<file path="config.mk">
export PLATFORM = sky130hd
export DESIGN_NAME = pps_law
export DESIGN_NICKNAME = d
export VERILOG_FILES = /design/src/pps_pkg.sv /design/src/pps_law.sv
export SDC_FILE = /design/constraint.sdc
export NUM_CORES = 2
export LEC_CHECK = 0
export ABC_AREA = 1
export BUFFER_PORTS_ARGS = -buffer_cell sky130_fd_sc_hd__buf_2
export CAP_MARGIN = 10
export CORE_MARGIN = 5
export CORE_UTILIZATION = 60
export CTS_BUF_LIST = sky130_fd_sc_hd__clkbuf_8
export CTS_CLUSTER_DIAMETER = 100
export DETAILED_ROUTE_END_ITERATION = 10
export GPL_TIMING_DRIVEN = 0
export HOLD_SLACK_MARGIN = 0.03
export PLACE_DENSITY_LB_ADDON = 0.25
export SYNTH_ARGS = -nofsm -noshare
export SYNTH_HDL_FRONTEND = slang
export SYNTH_SLANG_ARGS = --single-unit
</file>
<file path="constraint.sdc">
create_clock -name clk_i -period 7.8 [get_ports clk_i]
set_clock_uncertainty 0.15 [all_clocks]
set_input_delay 0 -clock clk_i [delete_from_list [all_inputs] [get_ports clk_i]]
set_output_delay 0 -clock clk_i [all_outputs]
set_load 0.02 [all_outputs]
</file>
<file path="src/pps_pkg.sv">
// ----------------------------------------------------------------------------
// pps_pkg: shared types and constants for the position PID controller
// Register indexes, reset values, datapath widths and the 32-bit saturation
// helper used by the controller state update.
// ----------------------------------------------------------------------------
`default_nettype none

package pps_pkg;

  // Configuration register indexes.
  typedef enum logic [2:0] {
    CFG_TARGET    = 3'd0,
    CFG_GAIN_P    = 3'd1,
    CFG_GAIN_I    = 3'd2,
    CFG_GAIN_D    = 3'd3,
    CFG_THRESHOLD = 3'd4,
    CFG_LIMIT     = 3'd5,
    CFG_DIVIDER   = 3'd6
  } cfg_idx_e;

  // Register values after reset.
  localparam logic signed [31:0] TARGET_RST    = 32'sd250;
  localparam logic [15:0]        GAIN_P_RST    = 16'd1556;
  localparam logic [15:0]        GAIN_I_RST    = 16'd1638;
  localparam logic [15:0]        GAIN_D_RST    = 16'd717;
  localparam logic [15:0]        THRESHOLD_RST = 16'd50;
  localparam logic [14:0]        LIMIT_RST     = 15'd300;
  localparam logic [15:0]        DIVIDER_RST   = 16'd40;

  // Width of the gain sum: three products of 16-bit gains with at most
  // 33-bit operands, plus two bits of growth.
  localparam int ACC_W = 52;

  localparam logic signed [31:0] S32_MAX = 32'sh7fff_ffff;
  localparam logic signed [31:0] S32_MIN = 32'sh8000_0000;

  // Values of one update tick, handed from the state update to the
  // gain stages.
  typedef struct packed {
    logic signed [31:0] position;
    logic signed [31:0] error;
    logic signed [31:0] integral;
    logic signed [32:0] diff;
  } upd_t;

  // Controller gains and output clamp.
  typedef struct packed {
    logic [15:0] gain_p;
    logic [15:0] gain_i;
    logic [15:0] gain_d;
    logic [14:0] limit;
  } gains_t;

  // Saturates a 33-bit signed value into the signed 32-bit range.
  function automatic logic signed [31:0] sat32(input logic signed [32:0] v);
    logic signed [31:0] r;
    if (v[32] != v[31]) begin
      r = v[32] ? S32_MIN : S32_MAX;
    end else begin
      r = v[31:0];
    end
    return r;
  endfunction

endpackage

`default_nettype wire

</file>
<file path="src/pps_law.sv">
// ----------------------------------------------------------------------------
// pps_law: gain multiply, sum, shift and clamp stages
// Two pipeline stages: the three gain products are registered, then summed,
// shifted to integer scale, clamped and negated into the result register.
// ----------------------------------------------------------------------------
`default_nettype none

module pps_law #(
  parameter int GAIN_FRAC_BITS = 12
) (
  input  wire logic                 clk_i,
  input  wire logic                 rst_ni,
  input  wire logic                 upd_valid_i,
  output logic                      upd_ready_o,
  input  wire pps_pkg::upd_t        upd_i,
  input  wire pps_pkg::gains_t      gains_i,
  output logic                      out_valid_o,
  input  wire logic                 out_ready_i,
  output logic signed [15:0]        drive_command_o,
  output logic signed [31:0]        position_now_o,
  output logic signed [31:0]        error_now_o
);

  localparam int AW = pps_pkg::ACC_W;

  logic                      prod_valid_q;
  logic signed [48:0]        prod_p_q, prod_i_q;
  logic signed [49:0]        prod_d_q;
  logic signed [31:0]        pos2_q, err2_q;
  logic signed [48:0]        prod_p_d, prod_i_d;
  logic signed [49:0]        prod_d_d;

  logic                      out_valid_q;
  logic signed [15:0]        drive_q;
  logic signed [31:0]        pos3_q, err3_q;

  logic                      adv_out, ld_prod;
  logic signed [AW-1:0]      acc, shifted, lim_s, res;
  logic signed [AW-1:0]      neg_res;

  assign adv_out     = !out_valid_q || out_ready_i;
  assign ld_prod     = !prod_valid_q || adv_out;
  assign upd_ready_o = ld_prod;

  assign prod_p_d = $signed({1'b0, gains_i.gain_p}) * upd_i.error;
  assign prod_i_d = $signed({1'b0, gains_i.gain_i}) * upd_i.integral;
  assign prod_d_d = $signed({1'b0, gains_i.gain_d}) * upd_i.diff;

  // Arithmetic shift rounds toward minus infinity.
  always_comb begin
    acc     = AW'(prod_p_q) + AW'(prod_i_q) + AW'(prod_d_q);
    shifted = acc >>> GAIN_FRAC_BITS;
    lim_s   = $signed({{(AW-15){1'b0}}, gains_i.limit});
    if (shifted > lim_s) begin
      res = lim_s;
    end else if (shifted < -lim_s) begin
      res = -lim_s;
    end else begin
      res = shifted;
    end
    neg_res = -res;
  end

  always_ff @(posedge clk_i or negedge rst_ni) begin
    if (!rst_ni) begin
      prod_valid_q <= 1'b0;
      out_valid_q  <= 1'b0;
    end else begin
      if (ld_prod) begin
        prod_valid_q <= upd_valid_i;
      end
      if (adv_out) begin
        out_valid_q <= prod_valid_q;
      end
    end
  end

  always_ff @(posedge clk_i) begin
    if (ld_prod && upd_valid_i) begin
      prod_p_q <= prod_p_d;
      prod_i_q <= prod_i_d;
      prod_d_q <= prod_d_d;
      pos2_q   <= upd_i.position;
      err2_q   <= upd_i.error;
    end
    if (adv_out && prod_valid_q) begin
      drive_q <= neg_res[15:0];
      pos3_q  <= pos2_q;
      err3_q  <= err2_q;
    end
  end

  assign out_valid_o     = out_valid_q;
  assign drive_command_o = drive_q;
  assign position_now_o  = pos3_q;
  assign error_now_o     = err3_q;

endmodule

`default_nettype wire

</file>
# Word level (Yosys, flattened, before mapping)
# Index checks and enable logic that the tools add are counted.
[totals] ff_bits=294 inputBits=196
[classes] n_mux=2 magnitude_cmp=2 reduce_logical=6 add_sub_neg=4 mul=3
[op_table] operator="17-bit by 32-bit multiplier with 49-bit output" n=2
[op_table] operator="39-bit by 52-bit less-than comparator with 1-bit output" n=1
[op_table] operator="15-bit negator with 52-bit output" n=1
[op_table] operator="50-bit by 50-bit adder with 51-bit output" n=1
[op_table] operator="49-bit by 49-bit adder with 50-bit output" n=1
[op_table] operator="17-bit by 33-bit multiplier with 50-bit output" n=1
[op_table] operator="39-bit by 16-bit greater-than comparator with 1-bit output" n=1
[op_table] operator="16-bit two-way mux" n=2
[op_table] operator="16-bit negator" n=1
[op_table] operator="1-bit logical AND" n=2
[op_table] operator="1-bit logical NOT" n=2
[op_table] operator="1-bit logical OR" n=2

# Logic depth before layout (Yosys ltp)
[logic_depth] word_depth=6 ltp_mapped=41 depth_no_buf=41

# Worst setup path before layout
# OpenSTA, ideal clock, no wires.
[synth_path] path_kind="input port to flip-flop" start="input port upd_i[11] in the netlist's numbering" end="register prod_d_q[46] (data pin)" slack_ps=1393 setup_time_ps=265 t_arrival_ps=5992 stages=27 required_time_ps=7385 cell_sequence="clkbuf_1 > clkbuf_1 > nand2_1 > fa_1 > inv_1 > fa_1 > fa_1 > fa_1 > inv_1 > fa_1 > inv_1 > fa_1 > ha_1 > a21oi_1 > a21boi_0 > o21ai_0 > a21boi_1 > o21ai_0 > a21boi_1 > o21bai_1 > nand2_1 > nand2_1 > nand2_1 > nand2_1 > a21boi_0 > o21ai_0 > xor2_1"
[synth_between] elab_chain_len=1
[synth_rtl] item="start: declaration" line="pps_law.sv:15" rtl="input wire pps_pkg::upd_t upd_i,"
[synth_rtl] item="17-bit by 33-bit multiplier with 50-bit output" line="pps_law.sv:47" rtl="assign prod_d_d = $signed({1'b0, gains_i.gain_d}) * upd_i.diff;"
[synth_rtl] item="named net prod_d_d[46]" line="pps_law.sv:31" rtl="logic signed [49:0] prod_d_d;"
[synth_rtl] item="end signal: assignment" line="pps_law.sv:82" rtl="prod_d_q <= prod_d_d;"
[synth_rtl] item="end: declaration" line="pps_law.sv:28" rtl="logic signed [49:0] prod_d_q;"
# The timed path passes the listed nets, and every way through them passes these cells.
# A chain may end at the register's enable or synchronous reset.

# Worst setup path after layout
[layout_path] start="register prod_d_q[7]" end="register drive_q[10] (netlist: drive_command_o[10]) (data pin)"
[layout_between] elab_chain_len=5
[layout_rtl] item="50-bit by 50-bit adder with 51-bit output *" line="pps_law.sv:51" rtl="acc = AW'(prod_p_q) + AW'(prod_i_q) + AW'(prod_d_q);"
[layout_rtl] item="39-bit by 52-bit less-than comparator with 1-bit output" line="pps_law.sv:56" rtl="end else if (shifted < -lim_s) begin"
[layout_rtl] item="16-bit two-way mux" line="pps_law.sv:56"
[layout_rtl] item="16-bit two-way mux *" line="pps_law.sv:54" rtl="if (shifted > lim_s) begin"
[layout_rtl] item="16-bit negator *" line="pps_law.sv:61" rtl="neg_res = -res;"
[layout_rtl] item="named net neg_res[10]" line="pps_law.sv:39" rtl="logic signed [AW-1:0] neg_res;"
[layout_rtl] item="end signal: assignment" line="pps_law.sv:87" rtl="drive_q <= neg_res[15:0];"
[layout_rtl] item="end: declaration" line="pps_law.sv:34" rtl="logic signed [15:0] drive_q;"
# The timed path passes the listed nets; every way through them passes the cells marked *.

==> out/qor.csv <==
stage,metric,value,unit
grt,grt_pass1_vias,58400,
logic_synthesis,synth-edff-count,292,
floorplanning,rows,126,
timing,fmax,135,MHz
floorplanning,dieArea,125000,um^2
min_path,hold_path.class,in -> async,
logic_synthesis,yosys.area.top_type_share,0.433,
timing,setup_violations,0,
detailed_routing,dr_wl_met3,15100,um
detailed_routing,wl,192000,um
grt,grt_max_degree,136,
timing,whs,0.0952,ns
critical_path,worst_setup_path_end_kind,register,
timing,setup_ws,0.419,ns
grt,grt_remaining_overflow,0,
critical_path,ff2ff_setup_slack,0.42,ns
status,outcome,completed,
critical_path,start_kind,register,
floorplanning,die_h,353,um
detailed_routing,wl_met2,92000,um
placement,dp_slack,-0.204,ns
run,maxCapViolations,0,
critical_path,r2r-start,prod_d_q[7],
placement,postPlaceCellArea,73600,um^2
detailed_routing,drc,0,
timing,timing.final.crit_period,7.38,ns
grt,grt_usage,0.314,
timing,worst_pin_slew,0.955,ns
detailed_routing,wire_per_inst,18.5,um
critical_path,path_common_cell,nand2_1,
logic_synthesis,yosysTopAreaCell,fa_1,
clocking,cts.clk_slew.worst_paths,0.07,ns
logic_synthesis,synthTopCellsByArea,"fa_1, inv_1, edfxtp_1",
finish,design_area,76500,um^2
logic_synthesis,synth_cells,8363,
timing,slew_viol_final,0,
critical_path,cp_max_fo,10,
clocking,ctsLongestPathBuffers,3,
floorplanning,die_w,353,um
critical_path,slowest_delay,0.54,ns
clocking,cts_made_buffers,50,
finish,fin_nets,11000,
clocking,clock_sinks,294,
floorplanning,design.core.area,117000,um^2
clocking,clk_latency,0.65,ns
placement,gp_congestion,0.960,
clocking,cts_tree,yes,
finish,area_delta_synth_final,8.25,%
detailed_routing,top_layer_used,met4,
clocking,clockRootBuffer,clkbuf_8,
detailed_routing,antenna_left,0,
clocking,h-tree-depth,2,
logic_synthesis,synth-warning-count,0,
placement,hpwl,165000,um
timing,max_slew_margin,0.363,
logic_synthesis,yosysSeqAreaShare,0.125,
floorplanning,ios,278,
logic_synthesis,async_flop_share,0.00680,
logic_synthesis,ys.flop_type,edfxtp_1,
critical_path,critical_path_required,8.04,ns
detailed_routing,first_pass_iters,6,
logic_synthesis,synth_area,70700,um^2
grt,antenna_found_initial,8,
placement,place_inst,10100,
placement,io_buffer_count,195,
timing,hold_viol_final,0,
critical_path,crit_slowest_cell,dlygate4sd3_1,
detailed_routing,wl_met1,75900,um
grt,grt_pass1_wl,308000,um
timing,period_share,0.946,
critical_path,rr_worst_depth,41,
detailed_routing,drtIter0Drc,4129,
finish,layout.cells.non_filler,10400,
logic_synthesis,ys_ff_latch,294,
finish,drive_gt1_frac,0.0442,
logic_synthesis,synth_fp_nets,10600,
logic_synthesis,synth.distinct_cells,57,
critical_path,worstPathArrival,7.62,ns
detailed_routing,num_vias,54900,
critical_path,r2r_end,drive_command_o[10],
logic_synthesis,avgSynthCellArea,8.45,um^2
critical_path,critPathKind,reg -> reg,
floorplanning,initial_core_util,0.602,
detailed_routing,viasPerCell,5.29,
==> routing by layer <==
| layer | global-route usage | vias to the layer above |
|---|---|---|
| met4 | 0.118 | 0 |
| met2 | 0.529 | 2272 |
| met5 | 0 | - |
| met3 | 0.0486 | 458 |
| met1 | 0.415 | 27400 |
| li1 | - | 24700 |
==> logic make-up after synthesis <==
logic type,Yosys count,synth area share
DFF,294,0.125
and+or+nand+nor,2518,0.143
AOI/OAI and AO/OA,473,0.0380
buffers and inverters,2884,0.154
xor gates and xnor gates,200,0.0248
adders and majority gates,1994,0.516
==> synth_stat cells, types with 6 or more instances <==
library cell / n
nor2_1: 220
nand3_4: 6
nand2_2: 18
inv_1: 2509
inv_2: 12
a21boi_1: 7
nand2_1: 2070
o221ai_1: 7
o21ai_1: 12
nand3_1: 91
ha_1: 464
a21o_1: 11
o21bai_1: 9
xnor2_1: 69
clkbuf_1: 354
nor2_2: 16
xor2_1: 131
o21a_1: 28
nand3b_1: 12
a31oi_1: 41
fa_1: 1530
nand3_2: 10
nor2_4: 6
o211ai_1: 11
nand4_1: 26
edfxtp_1: 292
a21oi_1: 241
o21ai_0: 81
nor3_1: 22
==> timing repair <==
item / in CTS / in global routing
setup buffers: 0 / 2
endpoints found under the hold margin: 194 / 0
setup endpoints to repair: 0 / 5
gates resized for setup: 0 / 40
hold buffers: 167 / 0
==> per-stage QoR <==
stage	TNS (ns)	utilization
4_1_cts	0	0.650
3_5_place_dp	-0.506	0.627
3_3_place_gp	-0.0449	0.626
2_1_floorplan	0	-
5_1_grt	-0.00736	0.651
6_report	0	0.651
==> layout by cell type (no fill, tap or decap), types with 28 or more instances in the layout <==
cell / n
clkbuf_1: 343
o21ai_0: 79
nand3_1: 91
dlygate4sd3_1: 167
nor2_1: 219
o21a_1: 28
a21oi_1: 238
fa_1: 1530
edfxtp_1: 292
xor2_1: 126
xnor2_1: 68
a31oi_1: 40
clkbuf_8: 50
ha_1: 463
nand2_1: 2069
inv_1: 2517
buf_2: 196
==> worst max path at each step <==
stage                 from                   to  slack, ns  cells after the start
2_1_floorplan    upd_i[11]         prod_d_q[46]       1.39                     27
3_3_place_gp      upd_i[3]         prod_d_q[46]      -0.03                     29
3_5_place_dp      upd_i[2]         prod_d_q[48]      -0.20                     28
4_1_cts          upd_i[72]         prod_p_q[48]       0.26                     29
5_1_grt        prod_p_q[9]  drive_command_o[10]     -0.007                     41
6_report       prod_d_q[7]  drive_command_o[10]       0.42                     41
==> worst max-delay path, delay by kind of cell (launching register included) <==
family                   cells  cell delay [ns]
XOR/XNOR                     1             0.22
flip-flops                   1             0.37
buffers and inverters        6             1.65
adder cells (fa/ha/maj)      4             1.19
AO/OA/AOI/OAI                7             1.15
AND/OR/NAND/NOR             23             2.38
==> layout make-up <==
class                   count  area (um^2)
repair buffers            367         2730
clock inverters            42          355
plain buffers             361         1400
diodes                      6         15.0
well taps                1536         1920
flip-flops and latches    294         8820
fillers                  9878        41000
multi-input cells        5185        51100
clock buffers              50          688
inverters                2523         9480
==> state kept, by name, indices dropped and copies added (netlist names), 16 cells and up <==
signal           count
err2_q              32
pos2_q              32
prod_i_q            49
prod_p_q            49
error_now_o         32
drive_command_o     16
prod_d_q            50
position_now_o      32
Power is not shown: default switching activity piles up to over one toggle a cycle in this logic, so the estimate is an artifact.
